<file path="src/design/kst_pkg.sv">
// Package: constants and types shared by the keyed record slot table.
package kst_pkg;

  localparam int unsigned SLOT_COUNT = 64;
  localparam int unsigned IDX_W      = $clog2(SLOT_COUNT);
  localparam int unsigned KEY_W      = 16;
  localparam int unsigned GRADE_W    = 4;
  localparam int unsigned SLOT_W     = 6;
  localparam int unsigned ENTRY_W    = KEY_W + 2 * GRADE_W;

  typedef enum logic [1:0] {
    ACT_CLEAR  = 2'd0,
    ACT_INSERT = 2'd1,
    ACT_LOOKUP = 2'd2,
    ACT_NONE   = 2'd3
  } action_e;

  typedef enum logic [2:0] {
    ST_INSERTED  = 3'd0,
    ST_FOUND     = 3'd1,
    ST_NOT_FOUND = 3'd2,
    ST_DUPLICATE = 3'd3,
    ST_FULL      = 3'd4,
    ST_CLEARED   = 3'd5
  } status_e;

endpackage

</file>
<file path="src/design/kst_in_if.sv">
// Interface: request word channel of the slot table.
interface kst_in_if
  import kst_pkg::*;
();
  logic                valid;
  logic                ready;
  logic [1:0]          action;
  logic [KEY_W-1:0]    key;
  logic [GRADE_W-1:0]  grade_one;
  logic [GRADE_W-1:0]  grade_two;

  modport source (output valid, action, key, grade_one, grade_two, input ready);
  modport sink   (input valid, action, key, grade_one, grade_two, output ready);
endinterface

</file>
<file path="src/design/kst_out_if.sv">
// Interface: result word channel of the slot table.
interface kst_out_if
  import kst_pkg::*;
();
  logic                valid;
  logic                ready;
  logic [2:0]          status;
  logic [SLOT_W-1:0]   slot;
  logic [GRADE_W-1:0]  found_grade_one;
  logic [GRADE_W-1:0]  found_grade_two;

  modport source (output valid, status, slot, found_grade_one, found_grade_two, input ready);
  modport sink   (input valid, status, slot, found_grade_one, found_grade_two, output ready);
endinterface

</file>
<file path="src/design/keyed_record_slot_table.sv">
// Top level: keyed record slot table with a scanned key/grade memory.
//
//  channel | dir | word fields                                    | handshake
//  in_i    | in  | action, key, grade_one, grade_two              | valid/ready
//  out_o   | out | status, slot, found_grade_one, found_grade_two | valid/ready
//
// Insert and lookup scan every slot: one memory read per slot through the single read
// port into a read register, a compare of each read word, and then the response.
// Clear and the unused action skip the scan. One word is in work at a time.
// Reset drops every valid mark at once; key and grade memory needs no clearing.
// A stalled result waits in the output register; the next word is taken meanwhile.
module keyed_record_slot_table
  import kst_pkg::*;
(
  input  logic       clk_i,
  input  logic       rst_ni,
  kst_in_if.sink     in_i,
  kst_out_if.source  out_o
);

  typedef enum logic [2:0] {
    S_IDLE = 3'b001,
    S_SCAN = 3'b010,
    S_RESP = 3'b100
  } state_e;

  state_e                state_q;
  logic [SLOT_COUNT-1:0] valid_q;
  logic [ENTRY_W-1:0]    mem [SLOT_COUNT];
  logic [ENTRY_W-1:0]    rd_data_q;

  logic [IDX_W-1:0]      idx_q;
  logic                  issue_q;
  logic                  cmp_vld_q;
  logic                  cmp_last_q;
  logic [IDX_W-1:0]      cmp_idx_q;

  logic                  hit_q;
  logic [IDX_W-1:0]      hit_idx_q;
  logic [2*GRADE_W-1:0]  hit_grades_q;
  logic                  free_q;
  logic [IDX_W-1:0]      free_idx_q;

  action_e               act_q;
  logic [KEY_W-1:0]      key_q;
  logic [GRADE_W-1:0]    g1_q;
  logic [GRADE_W-1:0]    g2_q;

  logic                  out_valid_q;
  status_e               out_status_q;
  logic [SLOT_W-1:0]     out_slot_q;
  logic [GRADE_W-1:0]    out_g1_q;
  logic [GRADE_W-1:0]    out_g2_q;

  logic                  in_acc;
  logic                  rd_en;
  logic                  cmp_hit;
  logic                  cmp_free;
  logic                  resp_go;
  logic                  wr_en;
  status_e               res_status;
  logic [IDX_W-1:0]      res_idx;
  logic [SLOT_W+IDX_W-1:0] res_slot_ext;
  logic [2*GRADE_W-1:0]  res_grades;

  assign in_i.ready = (state_q == S_IDLE);
  assign in_acc     = in_i.valid && in_i.ready;
  assign rd_en      = (state_q == S_SCAN) && issue_q;

  assign cmp_hit  = cmp_vld_q && valid_q[cmp_idx_q] && (rd_data_q[KEY_W-1:0] == key_q);
  assign cmp_free = cmp_vld_q && !valid_q[cmp_idx_q];

  assign resp_go = (state_q == S_RESP) && (!out_valid_q || out_o.ready);

  always_comb begin
    res_status = ST_NOT_FOUND;
    res_idx    = '0;
    res_grades = '0;
    wr_en      = 1'b0;
    unique case (act_q)
      ACT_CLEAR: begin
        res_status = ST_CLEARED;
      end
      ACT_INSERT: begin
        if (hit_q) begin
          res_status = ST_DUPLICATE;
        end else if (!free_q) begin
          res_status = ST_FULL;
        end else begin
          res_status = ST_INSERTED;
          res_idx    = free_idx_q;
          wr_en      = resp_go;
        end
      end
      ACT_LOOKUP: begin
        if (hit_q) begin
          res_status = ST_FOUND;
          res_idx    = hit_idx_q;
          res_grades = hit_grades_q;
        end
      end
      default: begin
        res_status = ST_NOT_FOUND;
      end
    endcase
  end

  assign res_slot_ext = {{SLOT_W{1'b0}}, res_idx};

  always_ff @(posedge clk_i) begin
    if (wr_en) begin
      mem[free_idx_q] <= {g2_q, g1_q, key_q};
    end
    if (rd_en) begin
      rd_data_q <= mem[idx_q];
    end
  end

  always_ff @(posedge clk_i or negedge rst_ni) begin
    if (!rst_ni) begin
      state_q      <= S_IDLE;
      valid_q      <= '0;
      idx_q        <= '0;
      issue_q      <= 1'b0;
      cmp_vld_q    <= 1'b0;
      cmp_last_q   <= 1'b0;
      cmp_idx_q    <= '0;
      hit_q        <= 1'b0;
      hit_idx_q    <= '0;
      hit_grades_q <= '0;
      free_q       <= 1'b0;
      free_idx_q   <= '0;
      act_q        <= ACT_NONE;
      key_q        <= '0;
      g1_q         <= '0;
      g2_q         <= '0;
      out_valid_q  <= 1'b0;
      out_status_q <= ST_NOT_FOUND;
      out_slot_q   <= '0;
      out_g1_q     <= '0;
      out_g2_q     <= '0;
    end else begin
      if (resp_go) begin
        out_valid_q <= 1'b1;
      end else if (out_valid_q && out_o.ready) begin
        out_valid_q <= 1'b0;
      end
      unique case (state_q)
        S_IDLE: begin
          if (in_acc) begin
            act_q     <= action_e'(in_i.action);
            key_q     <= in_i.key;
            g1_q      <= in_i.grade_one;
            g2_q      <= in_i.grade_two;
            hit_q     <= 1'b0;
            free_q    <= 1'b0;
            idx_q     <= '0;
            cmp_vld_q <= 1'b0;
            if (in_i.action == ACT_INSERT || in_i.action == ACT_LOOKUP) begin
              issue_q <= 1'b1;
              state_q <= S_SCAN;
            end else begin
              if (in_i.action == ACT_CLEAR) begin
                valid_q <= '0;
              end
              state_q <= S_RESP;
            end
          end
        end
        S_SCAN: begin
          cmp_vld_q  <= rd_en;
          cmp_idx_q  <= idx_q;
          cmp_last_q <= rd_en && (idx_q == IDX_W'(SLOT_COUNT - 1));
          if (rd_en) begin
            if (idx_q == IDX_W'(SLOT_COUNT - 1)) begin
              issue_q <= 1'b0;
            end else begin
              idx_q <= idx_q + 1'b1;
            end
          end
          if (cmp_hit && !hit_q) begin
            hit_q        <= 1'b1;
            hit_idx_q    <= cmp_idx_q;
            hit_grades_q <= rd_data_q[ENTRY_W-1:KEY_W];
          end
          if (cmp_free && !free_q) begin
            free_q     <= 1'b1;
            free_idx_q <= cmp_idx_q;
          end
          if (cmp_vld_q && cmp_last_q) begin
            state_q <= S_RESP;
          end
        end
        S_RESP: begin
          if (resp_go) begin
            out_status_q <= res_status;
            out_slot_q   <= res_slot_ext[SLOT_W-1:0];
            out_g1_q     <= res_grades[GRADE_W-1:0];
            out_g2_q     <= res_grades[2*GRADE_W-1:GRADE_W];
            if (wr_en) begin
              valid_q[free_idx_q] <= 1'b1;
            end
            state_q <= S_IDLE;
          end
        end
        default: begin
          state_q <= S_IDLE;
        end
      endcase
    end
  end

  assign out_o.valid           = out_valid_q;
  assign out_o.status          = out_status_q;
  assign out_o.slot            = out_slot_q;
  assign out_o.found_grade_one = out_g1_q;
  assign out_o.found_grade_two = out_g2_q;

endmodule

</file>
<file path="src/flat_wrapper.sv">
// flat-port wrapper written by rule: the top's interface ports become plain ports
module keyed_record_slot_table_flat import kst_pkg::*;
  (clk_i, rst_ni, in_i_valid, in_i_action, in_i_key, in_i_grade_one, in_i_grade_two, in_i_ready, out_o_valid, out_o_status, out_o_slot, out_o_found_grade_one, out_o_found_grade_two, out_o_ready);
  kst_in_if in_i_i ();
  kst_out_if out_o_i ();
  input  logic clk_i;
  input  logic rst_ni;
  input wire logic [$bits(in_i_i.valid)-1:0] in_i_valid;
  input wire logic [$bits(in_i_i.action)-1:0] in_i_action;
  input wire logic [$bits(in_i_i.key)-1:0] in_i_key;
  input wire logic [$bits(in_i_i.grade_one)-1:0] in_i_grade_one;
  input wire logic [$bits(in_i_i.grade_two)-1:0] in_i_grade_two;
  output wire logic [$bits(in_i_i.ready)-1:0] in_i_ready;
  output wire logic [$bits(out_o_i.valid)-1:0] out_o_valid;
  output wire logic [$bits(out_o_i.status)-1:0] out_o_status;
  output wire logic [$bits(out_o_i.slot)-1:0] out_o_slot;
  output wire logic [$bits(out_o_i.found_grade_one)-1:0] out_o_found_grade_one;
  output wire logic [$bits(out_o_i.found_grade_two)-1:0] out_o_found_grade_two;
  input wire logic [$bits(out_o_i.ready)-1:0] out_o_ready;
  assign in_i_i.valid = in_i_valid;
  assign in_i_i.action = in_i_action;
  assign in_i_i.key = in_i_key;
  assign in_i_i.grade_one = in_i_grade_one;
  assign in_i_i.grade_two = in_i_grade_two;
  assign in_i_ready = in_i_i.ready;
  assign out_o_valid = out_o_i.valid;
  assign out_o_status = out_o_i.status;
  assign out_o_slot = out_o_i.slot;
  assign out_o_found_grade_one = out_o_i.found_grade_one;
  assign out_o_found_grade_two = out_o_i.found_grade_two;
  assign out_o_i.ready = out_o_ready;
  keyed_record_slot_table u_core (.clk_i(clk_i), .rst_ni(rst_ni), .in_i(in_i_i), .out_o(out_o_i));
endmodule
</file>
<file path="config.mk">
export PLATFORM = sky130hd
export DESIGN_NAME = keyed_record_slot_table_flat
export DESIGN_NICKNAME = d
export VERILOG_FILES = /design/src/design/kst_pkg.sv /design/src/design/kst_in_if.sv /design/src/design/kst_out_if.sv /design/src/design/keyed_record_slot_table.sv /design/src/flat_wrapper.sv
export SDC_FILE = /design/constraint.sdc
export NUM_CORES = 2
export LEC_CHECK = 0
export ABC_AREA = 0
export BUFFER_PORTS_ARGS = -buffer_cell sky130_fd_sc_hd__clkbuf_2
export CAP_MARGIN = 25
export CORE_UTILIZATION = 60
export DETAILED_ROUTE_END_ITERATION = 7
export GPL_TIMING_DRIVEN = 0
export PLACE_DENSITY = 0.82
export SYNTH_ARGS = -nofsm -noshare
export SYNTH_HDL_FRONTEND = slang
export SYNTH_SLANG_ARGS = --single-unit
</file>
<file path="constraint.sdc">
create_clock -name clk_i -period 5.3 [get_ports clk_i]
set_clock_uncertainty 0.1 [all_clocks]
set_input_delay 0 -clock clk_i [delete_from_list [all_inputs] [get_ports clk_i]]
set_output_delay 0 -clock clk_i [all_outputs]
set_load 0.01 [all_outputs]
</file>
==> metrics.md <==
| Metric | Value |
|---|---|
| # IOs | 49 |
| Routability cong. | 0.8739 |
| Post-synth EDFFs | 1560 |
| Total gr overflow | 0 |
| Routed Antenna Nets | 0 |
| Post-CTS Setup Repair Bufs | 0 |
| HPWL after DPL | 113000 um |
| Pwr per Cell Area | 459.3 mW/mm^2 |
| Drt wl/cell | 42.53 um |
| Synthesis Warnings | 0 |
| Seq/Total Area, Yosys | 0.7706 |
| Slew Viols, Final | 0 |
| Worst slew margin | 0.1401 |
| Clock Latency Late Sink | 0.79 ns |
| Int Power | 0.02499 W |
| Initial DRC Count | 7092 |
| Crit-path max FO | 10 |
| Number of gates resized after cts | 0 |
| Critical path class | reg -> reg |
| # port buffers | 48 |
| Finished Cell Area | 0.07567 sq mm |
| Placed cell area | 0.06947 sq mm |
| Largest stage delay, worst path | 0.99 ns |
| Unrepaired setup endpoints after global routing | no |
| Crit-path slowest cell | clkbuf_1 |
| Logic pwr share | 0.145 |
| CTS tree | built |
| Area of the multi-input gates | 0.01458 sq mm |
| Routed WL | 206100 um |
| Synthesized area | 0.06560 sq mm |
| Cell Rows | 120 |
| CP Cell Sequence | clkbuf_1 -> clkbuf_1 -> clkbuf_1 -> mux4_2 -> mux4_2 -> mux4_2 |
| Fmax | 197.9 MHz |
| Core area | 0.1077 sq mm |
| Lkg Pwr | 24.06 nW |
| FF+latch count, synth | 1708 |
| Final period util | 0.9533 |
| Clock Sinks | 1708 |
| Clock power frac | 0.346 |
| WP buf/inv | 3 |
| FILL cells | 5634 |
| Largest area contributor in the netlist | edfxtp_1 |
| Mux contribution to synthesized area | 0.1815 |
| Ys flop type | edfxtp_1 |
| Post-synth top area share | 0.7141 |
| Die Ht | 332.7 um |
| NumNets Final | 3342 |
| Register share of total power | 0.508 |
| Endpoints failing hold | 0 |
| Root Driver | clkbuf_16 |
| Starting density of the core | 0.6094 |
| Syn Area/Cell | 22.34 sq um |
| VDD IR max | 0.0004089 V |
| DR vias | 36.89k |
| Final min period | 5.053 ns |
| Top post-synthesis cells by area | edfxtp_1, mux4_2, dfrtp_1, nor2_1, nand2_1 |
| 1st-pass router iterations | 6 |
| Critical path capture point type | flip-flop |
| Main combinational cell family by area after synthesis | multiplexers |
| Initial antenna violation count | 18 |
| Clk pin slew, worst setup/hold paths | 0.07 ns |
| Simple logic cell fraction of the synthesized area | 0.02220 |
| Setup_tns | 0 ns |
| CTS Buf Count | 163 |
| Htree depth | 4 |
| Largest net degree at the start of global routing | 87 |
| Max-Cap Viols | 0 |
| Vias in the first global route | 36.17k |
| Element type at the critical path start | flip-flop |
| Register area | 0.05058 sq mm |
| Net Sw Power | 0.009759 W |
| Top-count cell post-synth | edfxtp_1 |
| Post-synthesis compound-gate area fraction | 0.01099 |
| Post-Synth Adder-Cell Area | 0.001144 |
| Synth Area in XOR/XNOR | 0.002537 |
| Cell variety after synth | 44 |
| Status | complete, no violations |
| Asr flop ratio synth | 0.08665 |
| Top Family by Delay on Critical Path | buffers and inverters |
| Die ar. | 0.1107 sq mm |
| Commonest cells post-synth | edfxtp_1, mux4_2, nor2_1 |
| # DRC | 0 |
| First-pass GRT wire length | 279600 um |
| Net Sw Frac | 0.2808 |
| Synthesized instance count | 2936 |
| Overall routing resource usage | 0.3682 |
| Clock Path Buffers | 3 |
| Critical Path AT | 5.49 ns |
| Hold Path Class | in -> reg |
| Post-layout util | 0.7029 |
| Post-DR vias/cell | 7.612 |
| Share of layout cells above drive strength 1 | 0.2974 |
| Synthesis-to-finish area growth | 15.35% |
| Die X-Extent | 332.7 um |
| Data required, critical path | 5.74 ns |
| Slew of the pin with the lowest slew margin | 1.290 ns |
| CTS Hold Bufs | 63 |
| Syn Nets | 2972 |
| Final setup viols | 0 |
==> power groups by stage <==
stage	sequential (W)	clock (W)	combinational (W)
5_1_grt	0.0176	0.0124	0.00509
4_1_cts	0.0176	0.0119	0.00476
2_1_floorplan	0.0178	0	0.00205
3_5_place_dp	0.0178	0	0.00453
3_3_place_gp	0.0188	0	0.00283
6_report	0.0177	0.0120	0.00505
==> worst register-to-register path: cells and delay by family (launching register included) <==
family | cells | cell delay [ns]
buffers and inverters | 3 | 2.73
flip-flops | 1 | 0.38
multiplexers | 3 | 1.61
==> final timing paths <==
path | from | end | slack (ns) | depth (start not counted)
max | u_core.idx_q[1]$_DFFE_PN0P_ | u_core.rd_data_q[5]$_DFFE_PP_ | 0.25 | 6
min | in_i_action[1] | u_core.state_q[1]$_DFFE_PN0P_ | 0.28 | 6
max in group asynchronous | rst_ni | u_core.valid_q[40]$_DFFE_PN0P_ | 4.27 | 4
max reg2reg | u_core.idx_q[1]$_DFFE_PN0P_ | u_core.rd_data_q[5]$_DFFE_PP_ | 0.25 | 6
min reg2reg | u_core.valid_q[35]$_DFFE_PN0P_ | u_core.valid_q[35]$_DFFE_PN0P_ | 0.40 | 2
min in group asynchronous | rst_ni | u_core.out_o.status[1]$_DFFE_PN1P_ | 0.36 | 3
==> registers in the layout, indices dropped and copies added (netlist names), 4 cells and up <==
register	count
u_core.hit_idx_q	6
u_core.rd_data_q	24
u_core.out_o.found_grade_one	4
u_core.g2_q	4
u_core.out_o.slot	6
u_core.valid_q	64
u_core.hit_grades_q	8
u_core.free_idx_q	6
u_core.g1_q	4
u_core.out_o.found_grade_two	4
u_core.key_q	16
u_core.idx_q	6
u_core.cmp_idx_q	6
u_core.mem	1536
==> placed cells by master (no fill, tap or decap), types with 48 or more instances in the layout <==
master / Yosys / routed
a21oi_1: 71 / 71
nor2_2: 0 / 48
clkbuf_1: 96 / 120
dlygate4sd3_1: 0 / 62
edfxtp_1: 1560 / 1560
nor2_1: 155 / 91
dfrtp_1: 144 / 120
clkbuf_16: 0 / 165
mux4_2: 504 / 504
nand2_1: 146 / 146
==> per-stage QoR <==
step	cells	total power (W)	setup slack [ns]	hold WS, ns
floorplan	2936	0.01984	2.043	-0.3956
global placement	4387	0.02167	-0.3048	0.1182
detailed placement	4465	0.02235	0.7732	-0.08128
CTS	4823	0.03425	0.6986	0.1917
global route	4842	0.03515	0.4118	0.3634
finish	4847	0.03475	0.2473	0.2792
==> cell families (layout without fill, tap and decap cells) <==
| family | count (synthesis) | after routing |
|---|---|---|
| other | 0 | 8 |
| adder cells (fa/ha/maj) | 6 | 6 |
| XOR/XNOR | 19 | 19 |
| AND/OR/NAND/NOR | 352 | 352 |
| buffers and inverters | 165 | 665 |
| flip-flops | 1708 | 1708 |
| AO/OA/AOI/OAI | 129 | 129 |
| multiplexers | 557 | 557 |
==> metal layers <==
layer | track usage | vias to the layer above | part of all wire
li1 | - | 12954 | -
met1 | 0.4555 | 18778 | 0.31
met2 | 0.5750 | 4170 | 0.47
met3 | 0.1040 | 971 | 0.14
met4 | 0.2418 | 20 | 0.083
met5 | 0.0008684 | - | 0.00064
==> cell type report <==
| cell class | count | share of cell area |
|---|---|---|
| tap | 1403 | 0.02320 |
| multi-input combinational | 1063 | 0.1927 |
| timing repair buffer | 205 | 0.03615 |
| clock buffer | 190 | 0.05594 |
| clock inverter | 105 | 0.01381 |
| buffer | 154 | 0.008946 |
| antenna | 8 | 0.0002646 |
| inverter | 11 | 0.0005457 |
| sequential | 1708 | 0.6685 |
Note: power is estimated with default switching activity, not from simulation.
